[config.mk]
export PLATFORM = sky130hd
export DESIGN_NAME = tmdd_cmd_queue
export DESIGN_NICKNAME = d
export VERILOG_FILES = /design/src/rtl/tmdd_pkg.sv /design/src/rtl/tmdd_cmd_queue.sv
export SDC_FILE = /design/constraint.sdc
export NUM_CORES = 1
export LEC_CHECK = 0
export CAP_MARGIN = 20
export CORE_ASPECT_RATIO = 0.75
export CORE_MARGIN = 2
export CORE_UTILIZATION = 59
export DETAILED_ROUTE_END_ITERATION = 8
export DONT_BUFFER_PORTS = 1
export PLACE_DENSITY = 0.74
export SLEW_MARGIN = 15
export SYNTH_ARGS = -nofsm -noshare
export SYNTH_HDL_FRONTEND = slang
export SYNTH_SLANG_ARGS = --single-unit
[constraint.sdc]
create_clock -name clk -period 1.8 [get_ports clk]
set_input_delay 0.09 -clock clk [delete_from_list [all_inputs] [get_ports clk]]
set_output_delay 0.09 -clock clk [all_outputs]
set_load 0.01 [all_outputs]
[src/rtl/tmdd_pkg.sv]
// Shared types and constants for the turnout message decoder.
// No dependencies; compiled first.
package tmdd_pkg;

	localparam int unsigned TURNOUT_COUNT     = 2048;
	localparam int unsigned TADDR_W           = $clog2(TURNOUT_COUNT);
	localparam int unsigned PENDING_DEPTH_DEF = 16;

	// message opcodes and bit masks
	localparam logic [7:0] OPC_SWITCH_REQ = 8'hB0;
	localparam logic [7:0] OPC_SW_REP     = 8'hB1;
	localparam logic [7:0] OPC_LACK       = 8'hB4;
	localparam logic [6:0] STATE_ACK_CODE = 7'h3C;
	localparam int unsigned INPUT_BIT_POS  = 6;   // 0x40
	localparam int unsigned CLOSED_BIT_POS = 5;   // 0x20

	localparam logic KIND_MSG     = 1'b0;
	localparam logic KIND_PENDING = 1'b1;

	// known position codes
	localparam logic [1:0] POS_UNKNOWN = 2'd0;
	localparam logic [1:0] POS_THROWN  = 2'd1;
	localparam logic [1:0] POS_CLOSED  = 2'd2;

	typedef struct packed {
		logic        kind;
		logic [7:0]  opcode;
		logic [6:0]  first_data;
		logic [6:0]  second_data;
		logic [11:0] pending_address;
	} msg_word_t;

	typedef struct packed {
		logic [11:0] turnout_address;
		logic        is_closed;
	} evt_word_t;

	// table command from front to back: address minus one and position
	typedef struct packed {
		logic [TADDR_W-1:0] addr;
		logic               closed;
	} cmd_t;

	typedef struct packed {
		logic empty;
		logic full;
	} q_stat_t;

	typedef enum logic [1:0] {
		B_CLEAR,
		B_IDLE,
		B_CHECK
	} back_state_t;

endpackage

[src/rtl/tmdd_cmd_queue.sv]
// Two-entry command queue between front and back ends.
// Depends on tmdd_pkg.
module tmdd_cmd_queue (
	input  logic              clk,
	input  logic              arst_n,
	input  logic              push,
	input  tmdd_pkg::cmd_t    wdata,
	input  logic              pop,
	output tmdd_pkg::cmd_t    rdata,
	output tmdd_pkg::q_stat_t stat
);
	import tmdd_pkg::*;

	cmd_t       ent_q [2];
	logic       wr_q, rd_q;
	logic [1:0] cnt_q;

	assign rdata      = ent_q[rd_q];
	assign stat.empty = (cnt_q == 2'd0);
	assign stat.full  = (cnt_q == 2'd2);

	always_ff @(posedge clk) begin
		if (push) begin
			ent_q[wr_q] <= wdata;
		end
	end

	always_ff @(posedge clk or negedge arst_n) begin
		if (!arst_n) begin
			wr_q  <= 1'b0;
			rd_q  <= 1'b0;
			cnt_q <= 2'd0;
		end else begin
			if (push) begin
				wr_q <= ~wr_q;
			end
			if (pop) begin
				rd_q <= ~rd_q;
			end
			case ({push, pop})
				2'b10:   cnt_q <= cnt_q + 2'd1;
				2'b01:   cnt_q <= cnt_q - 2'd1;
				default: cnt_q <= cnt_q;
			endcase
		end
	end

endmodule

# [Word-level counts from Yosys, hierarchy flattened]
# Memory sizes are Yosys's and may differ from the RTL's.
# Cells that the tools add are included.
[word_totals] register_bits=4 latch_bits=0 ram_bits=24 rom_bits=0 inputBits=16 out_inout_bits=14 mem_count=1
[classes] addsub=2 n_mul=0 div_mod_pow=0 magnitude_cmp=0 n_eq_ne=3 shift=0 mux=3 bitwise=2 n_reduce_logical=2
[memory_table] name="ent_q" words=2 width=12 rd=1 rd_ports_with_merged_regs=0 wr=1 line_no="tmdd_cmd_queue.sv:14" rtl="cmd_t ent_q [2];"
[ops] cell="$eq A2 B2 Y1 const B" count=2
[ops] cell="$pmux W2 S2" count=1
[ops] cell="$add A2 B1 Y2 const B" count=1
[ops] cell="$eq A2 B1 Y1 const B" count=1
[ops] cell="$logic_not A2 Y1" count=1
[ops] cell="$mux W1" count=2
[ops] cell="$not A1 Y1" count=2
[ops] cell="$reduce_bool A2 Y1" count=1
[ops] cell="$sub A2 B1 Y2 const B" count=1

# [Longest topological paths before layout]
# Gate-level depths: netlist (run 1).
[logic_depth] ltp_word=2 depth_mapped=5 depth_no_buf=5

# [Worst setup path before layout (run 1)]
# No wires, ideal clock.
[synth_timing] path_type="register -> register" from="reg wr_q" to="mem ent_q[0][0] (netlist bit), enable pin" setup_ns=0.380 arrival_time_ns=0.918 required_time_ns=1.420 setup_slack_ns=0.502 path_stages_with_launch=2 period_less_slack_ns=1.298 path_cell_list="dfrtp_1 nor2_1"
[synth_lines] element="from (decl)" line_no="tmdd_cmd_queue.sv:15" rtl="logic wr_q, rd_q;"
[synth_lines] element="from (signal assigned)" line_no="tmdd_cmd_queue.sv:35" rtl="wr_q <= ~wr_q;"
[synth_lines] element="to (decl)" line_no="tmdd_cmd_queue.sv:14"
# Straight into the memory's write port.

==> impl_metrics.yaml, run 1 <==
sta:
  slew_headroom: 0.624
  setup_viol: 0
  fmax_mhz: 643
  hold_viol: 0
  drv_slew: 0
  worst-slew-pin-transition_ns: 0.564
  fin_crit_sh: 0.864
  finalSetupTns_ns: 0
  fin_crit_ns: 1.56
  rsz0062_at_grt: "false"
  clock_skew_ns: 0.00739
setup_path:
  r2r-start: "wr_q"
  crit_fanout: 13
  path_cells: "mux2_2"
  crit_arrival_ns: 1.47
  reg2reg_slack_ns: 0.55
  crit_type: "register to primary output"
  endpoint_kind: "primary output"
  critPathTopFamily: "flip-flops"
  crit_required_ns: 1.71
  crit_buf_inv: 0
  slowest_delay_ns: 0.72
  critical_path.startpoint_type: "register"
  startpoint: "rd_q"
  crit_slowest_cell: "dfrtp_1"
place:
  globalplace.congestion: 0.753
  port_buffers: 0
  dp_hpwl_um: 1110
yosys:
  synth_area_mm2: 0.00105
  synth-seq-cells: 28
  syn_nets: 70
  synth_top_area_cell: "edfxtp_1"
  yosysSeqAreaShare: 0.779
  synth_warnings: 0
  postSynthAreaPerCell_um2: 19.9
  synth.top_cell.area_share: 0.684
  syn_inst: 53
  synth.area.top_cells: "edfxtp_1 (68%), mux2_2 (13%), dfrtp_1 (9.5%)"
  synthDistinctLibCells: 11
power_and_ir_drop:
  p_leak_uw: 0.000446
  p_int_uw: 1170
  seqPwrFrac: 0.594
  clockPowerShare: 0.147
  swShare: 0.302
  combPwrFrac: 0.259
  ir_drop_v: 0.00101
  power_density_mw_per_mm2: 1340
  power.switching_uw: 506
grt:
  grt_antenna_before_repair: 0
  grt_use_total: 0.183
  gr-total-overflow: 0
  grt_pass1_wl_um: 2570
  grt_pass1_vias: 533
  grt_max_degree: 16
clock_tree:
  htree_levels: 1
  cts_root_buffer: "clkbuf_4"
  cts.path.max_buffers: 2
  numCtsBuffers: 3
  cts_sinks: 28
  clkTransAtPathRegs_ns: 0.13
  ctsResizeCount: 0
  clk_latency_ns: 0.31
  tritoncts: "built"
layout:
  final_common_cell: "edfxtp_1"
  layout.nets: 90
  layout-drive-gt1-share: 0.236
  layout_common_cells: "edfxtp_1 (24), dlygate4sd3_1 (15), mux2_2 (12)"
  final_util: 0.734
  n_antenna_cell: 0
  synthToLayoutAreaGrowth_pct: 19.0
job:
  maxCapViolCount: 0
routing:
  vias: 497
  wl_um: 1710
  drt_iter0_drc: 12
  via_per_inst: 5.29
  ant_nets: 0
  detail_route.wl_per_cell_um: 18.2
  firstDrtPassIters: 4
  drc: 0
floorplanning:
  num_rows: 13
  die_y_um: 40.6
  die_w_um: 52.8
  die_area_mm2: 0.00214
  coreArea_mm2: 0.00171
  start_util: 0.617
  ios: 30
min_path:
  hold_class: "primary input to asynchronous set/reset pin"
run_status:
  status: "finished clean"
## sequential cells by signal, summed over array words and instances, names as in the netlist
name   cells
wr_q       1
cnt_q      2
rd_q       1
ent_q     24
## through the flow
stage / setup WS [ns] / instances / total power (µW) / instance area [µm²] / hold WS, ns
final: 0.244 / 94 / 1680 / 1250 / 0.0406
after global routing: 0.174 / 94 / 1750 / 1250 / 0.0378
after CTS: 0.234 / 94 / 1680 / 1250 / 0.0401
after detailed placement: 0.573 / 75 / 1410 / 1080 / -0.206
after global placement: 0.610 / 75 / 1380 / 1080 / -0.206
after floorplan: 0.502 / 53 / 1340 / 1050 / -0.206
## timing repair
item / 4_1_cts / 5_1_grt
endpoints found under the hold margin: 30 / 0
setup buffers: 0 / 0
setup endpoints to repair: 0 / 0
hold buffers: 15 / 0
## final cells by class
class / count / area [µm²]
Timing Repair Buffer: 16 / 158
Sequential cell: 28 / 821
Inverter: 1 / 3.75
Fill cell: 109 / 454
Tap cell: 22 / 27.5
Multi-Input combinational cell: 23 / 218
Clock buffer: 4 / 26.3
## layer usage
layer / up-vias / GRT usage / routed length, µm
met5: - / 0 / 0
met4: 0 / 0.0705 / 12
met3: 2 / 0.0485 / 83
met2: 18 / 0.347 / 940
met1: 244 / 0.201 / 676
li1: 233 / - / -
## path summary, 6_finish.rpt
path / end / cells after the start
worst min-delay path: cnt_q[1] / 1
max in group asynchronous: wr_q / 1
worst min register to register: cnt_q[1] / 1
worst max-delay path: rdata[7] / 1
min in group clk: cnt_q[0] / 2
worst max register to register: ent_q[1][11] / 1
## synthesized netlist by cell type
| cell | count |
|---|---|
| edfxtp_1 | 24 |
| mux2_2 | 12 |
| dfrtp_1 | 4 |
| nor2_1 | 3 |
| xor2_1 | 3 |
| xnor2_1 | 2 |
| and2_1 | 1 |
| and2b_2 | 1 |
| buf_6 | 1 |
| ha_1 | 1 |
| inv_1 | 1 |
## cell families (layout without fill, tap and decap cells)
logic type / after synthesis / in the layout / share of synthesized area
flops: 28 / 28 / 0.779
xor+xnor: 5 / 5 / 0.0416
fa+ha+maj: 1 / 1 / 0.0119
simple gates: 5 / 5 / 0.0249
mux: 12 / 12 / 0.128
buf+inv: 2 / 21 / 0.0142
## power groups by stage
stage          logic [µW]  clock network (µW)  registers, µW
2_1_floorplan         392                   0            944
3_3_place_gp          387                   0            989
3_5_place_dp          402                   0           1010
4_1_cts               438                 245            994
5_1_grt               464                 271           1010
6_report              434                 247            995
Note: power is estimated with default switching activity, not from simulation.
==> run 2, diff against run 1 <==
--- a/config.mk
+++ b/config.mk
@@ -8,10 +8,12 @@
 export CAP_MARGIN = 20
 export CORE_ASPECT_RATIO = 0.75
 export CORE_MARGIN = 2
-export CORE_UTILIZATION = 59
+export CORE_UTILIZATION = 60
+export CTS_BUF_LIST = sky130_fd_sc_hd__clkbuf_2 sky130_fd_sc_hd__clkbuf_4 sky130_fd_sc_hd__clkbuf_8
 export DETAILED_ROUTE_END_ITERATION = 8
 export DONT_BUFFER_PORTS = 1
-export PLACE_DENSITY = 0.74
+export PLACE_DENSITY = 0.75
+export RECOVER_POWER = 100
 export SLEW_MARGIN = 15
 export SYNTH_ARGS = -nofsm -noshare
 export SYNTH_HDL_FRONTEND = slang
==> run 2 against run 1 <==
Total power is 5.5% higher. Design area is 1.8% higher. Hold slack worse by 0.021 ns. Clock skew hardly changed. Sequential power hardly changed. Cell count stayed put.
==> impl_metrics.yaml, run 2 (synthesis results as in run 1) <==
setup_path:
  rr_endpoint: "ent_q[0][2]"
  reg2reg_slack_ns: 0.38
  slowest_delay_ns: 0.71
  crit_arrival_ns: 1.47
  r2r-start: "wr_q"
  critical_path_cell_count: 1
  crit_end: "rdata[9]"
  endpoint_kind: "primary output"
  critical_path.startpoint_type: "register"
  crit_slowest_cell: "dfrtp_1"
  path_cells: "mux2_1"
  critPathTopFamily: "flip-flops"
  reg2regPathDepth: 2
  crit_required_ns: 1.71
  startpoint: "rd_q"
  crit_type: "register to primary output"
  crit_buf_inv: 0
  crit_fanout: 13
floorplanning:
  coreArea_mm2: 0.00169
  ios: 30
  num_rows: 13
  die_w_um: 52.4
  die_y_um: 40.3
  die_area_mm2: 0.00211
  start_util: 0.623
place:
  globalplace.congestion: 0.617
  dp_cells: 75
  port_buffers: 0
job:
  maxCapViolCount: 0
sta:
  setup_viol: 0
  fmax_mhz: 640
  fin_crit_ns: 1.56
  fin_crit_sh: 0.869
  finalSetupTns_ns: 0
  drv_slew: 0
  hold_viol: 0
  clock_skew_ns: 0.00712
  slew_headroom: 0.499
  worst-slew-pin-transition_ns: 0.750
  rsz0062_at_grt: "false"
layout:
  layout-drive-gt1-share: 0.0694
  n_antenna_cell: 0
  reg_top3: "ent_q: 24 flops, cnt_q: 2 flops"
  instances_no_fill: 94
  fillCellCount: 95
  largest_reg_flops: 24
  layout_common_cells: "edfxtp_1 (24), dlygate4sd3_1 (15), mux2_1 (12)"
  final_util: 0.754
  layout.nets: 90
  regMostFlops: "ent_q"
  synthToLayoutAreaGrowth_pct: 21.1
  final_common_cell: "edfxtp_1"
grt:
  grt_pass1_vias: 470
  grt_pass1_wl_um: 2340
  grt_max_degree: 17
  gr-total-overflow: 0
  grt_antenna_before_repair: 0
  grt_use_total: 0.177
routing:
  drt_iter0_drc: 10
  firstDrtPassIters: 4
  wl_um: 1650
  ant_nets: 0
  via_per_inst: 5.40
  detail_route.wl_per_cell_um: 17.5
  drc: 0
  vias: 508
clock_tree:
  clkTransAtPathRegs_ns: 0.13
  numCtsBuffers: 3
  htree_levels: 1
  tritoncts: "built"
  clk_latency_ns: 0.32
  cts_root_buffer: "clkbuf_4"
  cts.path.max_buffers: 2
  cts_sinks: 28
  cts_setup_buffers: 0
  ctsResizeCount: 0
power_and_ir_drop:
  ir_drop_v: 0.00109
  power_density_mw_per_mm2: 1390
  p_leak_uw: 0.000455
run_status:
  status: "finished clean"
min_path:
  hold_class: "primary input to asynchronous set/reset pin"
==> run 2: cell count changes in the layout (fill, tap and decap cells not counted) <==
cell,before,now
and2_0,0,1
and2_1,1,0
buf_4,1,0
mux2_2,12,0
bufinv_16,0,1
mux2_1,0,12
==> run 2: final cells by class <==
type / count / area, µm² / share of cell area
Sequential cell: 28 / 821 / 0.643
Clock buffer: 3 / 22.5 / 0.0176
Clock inverter: 1 / 30.0 / 0.0235
Timing Repair Buffer: 16 / 154 / 0.121
Multi-Input combinational cell: 23 / 218 / 0.171
Inverter: 1 / 3.75 / 0.00294
Tap cell: 22 / 27.5 / 0.0216
==> run 2: what timing repair did <==
action,4_1_cts,5_1_grt
setup endpoints to repair,0,0
hold buffers,15,0
hold endpoints to repair,30,0
==> run 2: power breakdown <==
group / leakage (µW) / internal (µW) / total, µW / switching (µW)
combinational: 0.000155 / 166 / 384 / 218
clock: 0.0000279 / 225 / 390 / 165
sequential: 0.000272 / 875 / 993 / 118
total: 0.000455 / 1270 / 1770 / 501
==> run 2: stage by stage <==
step                      hold WS (ns)  area [µm²]  setup WS [ns]  total power (µW)
after floorplan                 -0.206        1050          0.502              1340
after global placement          -0.205        1080          0.603              1380
after detailed placement        -0.205        1080          0.571              1410
after CTS                       0.0251        1280          0.228              1820
after global routing           0.00965        1280          0.150              1860
final                           0.0191        1280          0.237              1770
==> run 2: how the worst min path moves through the flow <==
stage / startpoint / depth (start not counted) / slack [ns] / to
finish: arst_n / 1 / 0.02 / wr_q
global route: arst_n / 1 / 0.01 / cnt_q[0]
CTS: arst_n / 1 / 0.03 / cnt_q[0]
detailed placement: arst_n / 0 / -0.21 / cnt_q[0]
global placement: arst_n / 0 / -0.21 / cnt_q[1]
floorplan: arst_n / 0 / -0.21 / cnt_q[0]
==> run 2: per-layer routing <==
metal,part of all wire,vias up,GRT usage
li1,-,237,-
met1,0.39,243,0.196
met2,0.50,22,0.294
met3,0.080,6,0.0784
met4,0.028,0,0.103
met5,0,-,0
