`config.mk`:
```
export PLATFORM = sky130hd
export DESIGN_NAME = tmdd_front
export DESIGN_NICKNAME = d
export VERILOG_FILES = /design/src/rtl/tmdd_pkg.sv /design/src/rtl/tmdd_front.sv
export SDC_FILE = /design/constraint.sdc
export NUM_CORES = 1
export LEC_CHECK = 0
export BUFFER_PORTS_ARGS = -buffer_cell sky130_fd_sc_hd__buf_2
export CORE_MARGIN = 5
export CORE_UTILIZATION = 60
export DETAILED_ROUTE_END_ITERATION = 6
export PLACE_DENSITY = 0.86
export SYNTH_ARGS = -nofsm -noshare
export SYNTH_HDL_FRONTEND = slang
export SYNTH_SLANG_ARGS = --single-unit
```
`constraint.sdc`:
```
create_clock -name clk -period 3.4 [get_ports clk]
set_input_delay 0.68 -clock clk [delete_from_list [all_inputs] [get_ports clk]]
set_output_delay 0.68 -clock clk [all_outputs]
set_load 0.05 [all_outputs]
```
`src/rtl/tmdd_pkg.sv`:
```
// Shared types and constants for the turnout message decoder.
// No dependencies; compiled first.
package tmdd_pkg;

	localparam int unsigned TURNOUT_COUNT     = 2048;
	localparam int unsigned TADDR_W           = $clog2(TURNOUT_COUNT);
	localparam int unsigned PENDING_DEPTH_DEF = 16;

	// message opcodes and bit masks
	localparam logic [7:0] OPC_SWITCH_REQ = 8'hB0;
	localparam logic [7:0] OPC_SW_REP     = 8'hB1;
	localparam logic [7:0] OPC_LACK       = 8'hB4;
	localparam logic [6:0] STATE_ACK_CODE = 7'h3C;
	localparam int unsigned INPUT_BIT_POS  = 6;   // 0x40
	localparam int unsigned CLOSED_BIT_POS = 5;   // 0x20

	localparam logic KIND_MSG     = 1'b0;
	localparam logic KIND_PENDING = 1'b1;

	// known position codes
	localparam logic [1:0] POS_UNKNOWN = 2'd0;
	localparam logic [1:0] POS_THROWN  = 2'd1;
	localparam logic [1:0] POS_CLOSED  = 2'd2;

	typedef struct packed {
		logic        kind;
		logic [7:0]  opcode;
		logic [6:0]  first_data;
		logic [6:0]  second_data;
		logic [11:0] pending_address;
	} msg_word_t;

	typedef struct packed {
		logic [11:0] turnout_address;
		logic        is_closed;
	} evt_word_t;

	// table command from front to back: address minus one and position
	typedef struct packed {
		logic [TADDR_W-1:0] addr;
		logic               closed;
	} cmd_t;

	typedef struct packed {
		logic empty;
		logic full;
	} q_stat_t;

	typedef enum logic [1:0] {
		B_CLEAR,
		B_IDLE,
		B_CHECK
	} back_state_t;

endpackage

```
`src/rtl/tmdd_front.sv`:
```
// Front end: accepts words, decodes switch messages, keeps the pending FIFO.
// Depends on tmdd_pkg.
module tmdd_front #(
	parameter int unsigned PENDING_DEPTH = tmdd_pkg::PENDING_DEPTH_DEF
) (
	input  logic                clk,
	input  logic                arst_n,
	input  logic                msg_valid,
	output logic                msg_stall,
	input  tmdd_pkg::msg_word_t msg,
	input  logic                clearing,
	input  tmdd_pkg::q_stat_t   q_stat,
	output logic                q_push,
	output tmdd_pkg::cmd_t      q_wdata
);
	import tmdd_pkg::*;

	localparam int unsigned PW = (PENDING_DEPTH > 1) ? $clog2(PENDING_DEPTH) : 1;
	localparam int unsigned CW = $clog2(PENDING_DEPTH + 1);

	logic [TADDR_W-1:0] pend_mem [PENDING_DEPTH];
	logic [PW-1:0]      head_q, tail_q;
	logic [CW-1:0]      count_q;
	logic               ack_pend_q;
	logic [TADDR_W-1:0] ack_addr_q;
	logic               ack_closed_q;

	logic               acc, is_sw, is_ack, is_push, addr_ok;
	logic [11:0]        paddr_m1;
	cmd_t               dec_cmd;

	assign msg_stall = clearing | ack_pend_q | q_stat.full;
	assign acc       = msg_valid & ~msg_stall;

	assign is_sw = (msg.kind == KIND_MSG) &&
		((msg.opcode == OPC_SWITCH_REQ) ||
		 ((msg.opcode == OPC_SW_REP) && !msg.second_data[INPUT_BIT_POS]));
	assign is_ack = (msg.kind == KIND_MSG) && (msg.opcode == OPC_LACK) &&
		(msg.first_data == STATE_ACK_CODE) && (count_q != '0);
	assign addr_ok  = (msg.pending_address != 12'd0) &&
		(msg.pending_address <= 12'(TURNOUT_COUNT));
	assign is_push  = (msg.kind == KIND_PENDING) && addr_ok &&
		(count_q < CW'(PENDING_DEPTH));
	assign paddr_m1 = msg.pending_address - 12'd1;

	assign dec_cmd.addr   = {msg.second_data[3:0], msg.first_data};
	assign dec_cmd.closed = msg.second_data[CLOSED_BIT_POS];

	// ack result goes out the cycle after the FIFO read
	assign q_push = (acc & is_sw) | ack_pend_q;
	always_comb begin
		if (ack_pend_q) begin
			q_wdata.addr   = ack_addr_q;
			q_wdata.closed = ack_closed_q;
		end else begin
			q_wdata = dec_cmd;
		end
	end

	function automatic logic [PW-1:0] wrap_inc(input logic [PW-1:0] p);
		wrap_inc = (p == PW'(PENDING_DEPTH - 1)) ? '0 : p + 1'b1;
	endfunction

	always_ff @(posedge clk) begin
		if (acc && is_push) begin
			pend_mem[tail_q] <= paddr_m1[TADDR_W-1:0];
		end
		if (acc && is_ack) begin
			ack_addr_q   <= pend_mem[head_q];
			ack_closed_q <= msg.second_data[CLOSED_BIT_POS];
		end
	end

	always_ff @(posedge clk or negedge arst_n) begin
		if (!arst_n) begin
			head_q     <= '0;
			tail_q     <= '0;
			count_q    <= '0;
			ack_pend_q <= 1'b0;
		end else begin
			ack_pend_q <= acc & is_ack;
			if (acc && is_push) begin
				tail_q  <= wrap_inc(tail_q);
				count_q <= count_q + 1'b1;
			end
			if (acc && is_ack) begin
				head_q  <= wrap_inc(head_q);
				count_q <= count_q - 1'b1;
			end
		end
	end

endmodule

```
-- After elaboration in Yosys (flattened, before gate mapping)
Memories as Yosys holds them, arrays and structs flattened. A register that Yosys moved wholly into a read port is not among the register bits.
Cells that the tools add are included.
- flip-flop bits (word level): 15
- bits in latches: 0
- RAM bits: 176
- bits in read-only memories: 0
- bits of input ports: 41
- word-level logic and storage cells: 49
- memories: 1
- memory list (name ; depth ; bits a word ; read ports ; clocked after memory_dff ; write ports ; line ; source):
    pend_mem ; 16 ; 11 ; 1 ; 1 ; 1 ; tmdd_front.sv:21 ; logic [TADDR_W-1:0] pend_mem [PENDING_DEPTH];
- add/sub/neg operators: 5
- multipliers: 0
- divide/modulo/power cells: 0
- $lt $le $gt $ge: 2
- eq/ne operators: 6
- shift-type cells: 0
- muxes and demuxes: 7
- bitwise operators: 8
- reduce and logical (&&, ||, !) cells: 15
- operator list (operator ; number):
    8-bit == test (second input constant) ; 3
    12-bit <= comparator (second input constant) ; 1
    12-bit 2-to-1 mux ; 1
    12-bit nonzero test ; 1
    11-bit by 1-bit subtractor with 11-bit output (second input constant) ; 1
    1-bit logical AND ; 10
    5-bit 2-to-1 mux ; 2
    4-bit by 1-bit adder with 4-bit output (second input constant) ; 2
    4-bit == test (second input constant) ; 2
    4-bit 2-to-1 mux ; 2
    7-bit by 6-bit == test with 1-bit output (second input constant) ; 1
    5-bit by 1-bit adder with 5-bit output (second input constant) ; 1
    5-bit less-than comparator (second input constant) ; 1
    5-bit nonzero test ; 1
    5-bit by 1-bit subtractor with 5-bit output (second input constant) ; 1
    1-bit AND ; 3
    1-bit OR ; 3
    1-bit 2-to-1 mux ; 2
    1-bit inverter ; 2
    2-bit nonzero test ; 1
    1-bit logical NOT ; 1
    1-bit logical OR ; 1

-- Depth between registers and ports, before layout
- depth in word-level cells: 7
- gate-level depth with buffers: 9

-- Least setup slack after synthesis
No wires, ideal clock.
- path type: input-to-reg
- from: input port msg[0] (netlist bit)
- to: memory pend_mem[3][0] (netlist bit), enable pin
- library setup time: 393 ps
- data arrival time: 3159 ps
- path slack: -152 ps
- stages on the path: 8
- path buffers: 1
- cells stage by stage: inv_1 -> ha_1 -> or4b_2 -> o31ai_1 -> nor3b_2 -> buf_4 -> nand2_1 -> nor3_1
- word-level cells in the longest chain between the ends: 7
- elaborated cells on any way between the ends: 8
- classes of those cells: order compare: 1; mux: 2; reduce/logical: 5
- RTL lines (element ; line ; source):
    from (decl) ; tmdd_front.sv:10 ; input tmdd_pkg::msg_word_t msg,
    12-bit <= comparator / 12-bit nonzero test (equally long branches) ; tmdd_front.sv:41, tmdd_front.sv:40 ;
    1-bit logical AND * ; tmdd_front.sv:40 ; assign addr_ok = (msg.pending_address != 12'd0) &&
    1-bit logical AND * (2 in a row) ; tmdd_front.sv:42 ; assign is_push = (msg.kind == KIND_PENDING) && addr_ok &&
    1-bit logical AND * ; tmdd_front.sv:65 ; if (acc && is_push) begin
    1-bit 2-to-1 mux * ; tmdd_front.sv:65 ;
    1-bit 2-to-1 mux (not written as such) * ; tmdd_front.sv:66 ; pend_mem[tail_q] <= paddr_m1[TADDR_W-1:0];
    to (decl) ; tmdd_front.sv:21 ;
Mark *: on every way between the ends. The rest lies on a longest branch, timed or not.

-- Worst setup path after layout
- from: register ack_pend_q
- to: output port q_push
- word-level cells in the longest chain between the ends: 6
- RTL lines (element ; line ; source):
    from (decl) ; tmdd_front.sv:24 ; logic ack_pend_q;
    from (signal assigned) ; tmdd_front.sv:81 ; ack_pend_q <= acc & is_ack;
    1-bit OR (2 in a row) ; tmdd_front.sv:32 ; assign msg_stall = clearing | ack_pend_q | q_stat.full;
    1-bit inverter ; tmdd_front.sv:33 ; assign acc = msg_valid & ~msg_stall;
    1-bit AND ; tmdd_front.sv:33 ;
    1-bit AND ; tmdd_front.sv:50 ; assign q_push = (acc & is_sw) | ack_pend_q;
    1-bit OR * ; tmdd_front.sv:50 ;
    to (decl) ; tmdd_front.sv:13 ; output logic q_push,
Marked as above.

==> summary.md <==
The worst path uses 90.4% of the clock period. The hold violation count in the final report is 0, and the post-route setup TNS is 0 ns. Setup repair after global routing left no endpoint under its margin. The number of standard cells after synthesis is 447. The pre-antenna-repair detailed-routing pass consisted of 4 iterations. The remaining global-route overflow is 0. Post-CTS timing repair inserted 0 buffers for setup.

The via count of the first global-routing pass was 4679; the clock insertion delay at the later pin of the skew report was 0.48 ns. The Yosys step of the flow raised 0 warnings. The flow ran to the end, and the final reports show no timing, DRC or antenna violations. The I/O pin total came out at 55. The fill cell instance count of the final layout came out at 817. After clock tree synthesis, the clock-pin slew on the worst setup and hold paths is 0.06 ns. Summed over all nets, the half-perimeter wirelength after detailed placement is 11200 um.

The worst setup path is launched from a register. The first global-routing pass estimated 27300 um of wire. The tools report the signal arrival time at the worst endpoint as 2.39 ns. Hold buffer count at cts: 0. The launch point of the worst reg-to-reg path was ack_pend_q$_DFF_PN0_. The critical setup path kind was register to output port. The power density over cell area is 544 mW/mm^2. The logs give 0.0166 mm^2 for the full die area and 0 for the count of nets left with antenna violations after detail routing. The detailed-route via count was 4485. The die is 129 um wide. The count of final max-slew check failures was 0. The actual slew at the worst max-slew pin was 1.31 ns; the initial antenna violation count was 0.

In this run, CTS created clock tree buffers numbering 20. The largest single stage delay on the critical path is 0.61 ns. Along the worst path, the maximum fanout reaches 15. Per-cell via count in the routed design: 6.20. Summed over its instances, the top area cell type makes up 66.8% of the synthesized netlist area. Summing all multi-input logic gate instances after layout gives 0.00231 mm^2. The run gives 499 as the net count of the mapped netlist. The worst register-to-register path ends at count_q[3]$_DFFE_PN0P_.

The most common flop cell mapped by yosys was edfxtp_1. The final worst-path setup slack came out at 0.327 ns. In the routed design, unresolved DRC markers number 0. Once layout is complete, the cells apart from fillers number 723. Port buffering added 52 buffers.

The area growth from synthesis to final layout was 14.8%. For this block, the routed nets add up to 17500 um of wire. The combined global-route utilization of all metal layers was 22.1%. Slowest stage cell on the critical path: dfrtp_1. For this run, the register share of the synthesized area comes to 71.0%.

The initial detailed-routing violation count was 354. The proportion of synthesized flip-flops having asynchronous set or reset is 6.93%, and the post-synthesis cell area is 0.00845 mm^2. In the final routed layout, each cell accounts on average for 24.2 um. 0 antenna diodes ended up in the layout.

Based on the critical path, the design can be clocked at up to 325 MHz. The top cell type by total area after synthesis is edfxtp_1. Counting tap cells, the placed design contains a total of 690 instances.

Each instance of the synthesized netlist takes up on average 18.9 um^2. The initial standard-cell utilization of the core is 61.1%. The floorplan has 43 rows. The type of the most critical hold path was input pin to asynchronous set/reset pin.

The die is 129 um tall. The run gives 202 as the number of clock sinks. For flop-to-flop paths, the worst setup slack is 0.70 ns. The logs give 0.773 for the final estimated routing congestion in global placement and 0 for the post-cts resize count.

VDD sags by at most 0.440 mV. The run gives 2.72 ns as the required time of the worst setup path. The count of cells along the worst register-to-register path was 9.

For the leakage dissipation, the log shows 3.34 nW. STA classifies the critical path endpoint as an output port. The run gives 0.00600 mm^2 as the sequential cell area. TritonCTS built the clock tree. Before CTS, the worst setup slack after placement is -0.0330 ns. By area the synthesized netlist is led by edfxtp_1 67%, mux4_2 12%, dfrtp_1 4.1%, mux2_2 2.1%, mux2i_1 1.5%. In this run the tightest slew margin relative to its limit is 12.4%. Overall power consumption after layout is estimated at 5.28 mW. The core region is 0.0138 mm^2. For this run, the post-layout net count is 584. The largest net degree at the start of global routing is 31. The total of endpoints with negative setup slack in the final report came out at 0. The tools report the clock root buffer as clkbuf_16. The clock period minus worst slack is 3.07 ns, and the total of max-cap violations is 0. Of the cells placed in the final design, the portion with a size suffix greater than 1 is 33.0%.

Counting flops and latches in the post-synthesis netlist gives 202. The logs give 1 for the maximum level of the CTS H-tree and 0.0106 ns for the worst clock skew. In this run, synthesis inferred 188 flip-flops with an integrated enable. The count of unique library cells instantiated by Yosys is 51, and the number of buffers on the longest clock path is 3. The critical path goes through nor4b_2 > buf_4 > nor4bb_1 > a21o_1 > buf_2. The tools report the core occupancy in the finished layout as 70.1%.
==> worst max path at each step <==
stage,cells after the start,to,slack [ns],start
5_1_grt,5,q_push,0.16,ack_pend_q$_DFF_PN0_
6_report,5,q_push,0.33,ack_pend_q$_DFF_PN0_
4_1_cts,5,q_push,0.32,ack_pend_q$_DFF_PN0_
3_5_place_dp,10,count_q[3]$_DFFE_PN0P_,-0.03,msg[27]
3_3_place_gp,10,count_q[3]$_DFFE_PN0P_,0.08,msg[27]
2_1_floorplan,8,pend_mem[3][0]$_DFFE_PP_,-0.15,msg[0]
==> cells in the mapped netlist, types with 2 or more instances <==
library cell,number
a21o_1,4
or2_2,2
mux2i_1,13
and3_1,14
or4_1,3
xor2_1,4
nor2_1,7
nor2b_1,12
buf_2,8
inv_1,11
nand3_1,3
a211oi_1,11
mux4_2,44
dfrtp_1,14
o31ai_1,2
mux2_2,16
o21ai_0,3
a41o_1,2
nor3_1,4
clkbuf_1,8
a31oi_1,3
a21oi_1,15
nand3b_1,2
and2_1,2
nor3b_1,2
xnor2_1,8
ha_1,10
buf_1,2
edfxtp_1,188
nand2_1,9
==> state kept, by name (all words and copies together), names as in the netlist <==
signal,flops
pend_mem,176
ack_addr_q,11
count_q,5
head_q,4
tail_q,4
ack_closed_q,1
ack_pend_q,1
==> placed cells by master, fill, tap and decap left out, types with 5 or more instances in the layout <==
cell       synthesis  layout
a21oi_1           15      15
buf_4              1      31
clkinv_1           0       5
mux4_2            44      44
mux2_2            16      16
clkbuf_16          0      21
inv_1             11      11
a211oi_1          11      11
ha_1              10      10
nor2_1             7       7
and3_1            14      14
nor2b_1           12      12
nand2_1            9       9
buf_2              8      52
edfxtp_1         188     188
mux2i_1           13      13
dfrtp_1           14      13
xnor2_1            8       8
==> metrics by stage <==
stage               hold slack (ns)  instance area, um^2
floorplan                     0.384                 8450
global placement              0.508                 9090
detailed placement            0.511                 9090
CTS                           0.109                 9700
global route                  0.127                 9700
finish                        0.104                 9700
==> critical path: cells and delay by family (launching register included) <==
kind / cells / cell delay (ns)
AOI/OAI and AO/OA: 1 / 0.17
DFF: 1 / 0.61
and+or+nand+nor: 2 / 0.69
buffers and inverters: 2 / 0.44
==> routing by layer <==
layer | GRT usage (%) | up-vias | wire length, um
li1 | - | 1974 | -
met1 | 29.5 | 2303 | 6680
met2 | 38.0 | 178 | 9140
met3 | 3.69 | 30 | 1240
met4 | 6.24 | 0 | 446
met5 | 0 | - | 0
==> power breakdown <==
part           switching [mW]  internal (mW)  total, mW  leakage (nW)
Clock                   0.874           1.19       2.07         0.284
Combinational           0.231          0.145      0.377          1.19
Sequential             0.0547           2.78       2.83          1.86
Total                    1.16           4.12       5.28          3.34
==> cells by family (layout without fill, tap and decap cells) <==
logic type,Yosys count,in the layout,share of synthesized area [%]
adders and majority gates,11,11,1.72
AOI/OAI and AO/OA,42,42,3.23
DFF,202,202,71.0
xor gates and xnor gates,12,12,1.24
muxes,73,73,15.4
buffers and inverters,32,128,1.69
and+or+nand+nor,75,75,5.75
==> area by class of cell <==
cell class | count | share of cell area [%]
multi-input combinational | 213 | 23.8
tap | 180 | 2.32
sequential | 202 | 61.8
clock inverter | 10 | 0.813
inverter | 11 | 0.426
clock buffer | 23 | 5.50
timing repair buffer | 84 | 5.29
(Power assumes the default switching activity.)
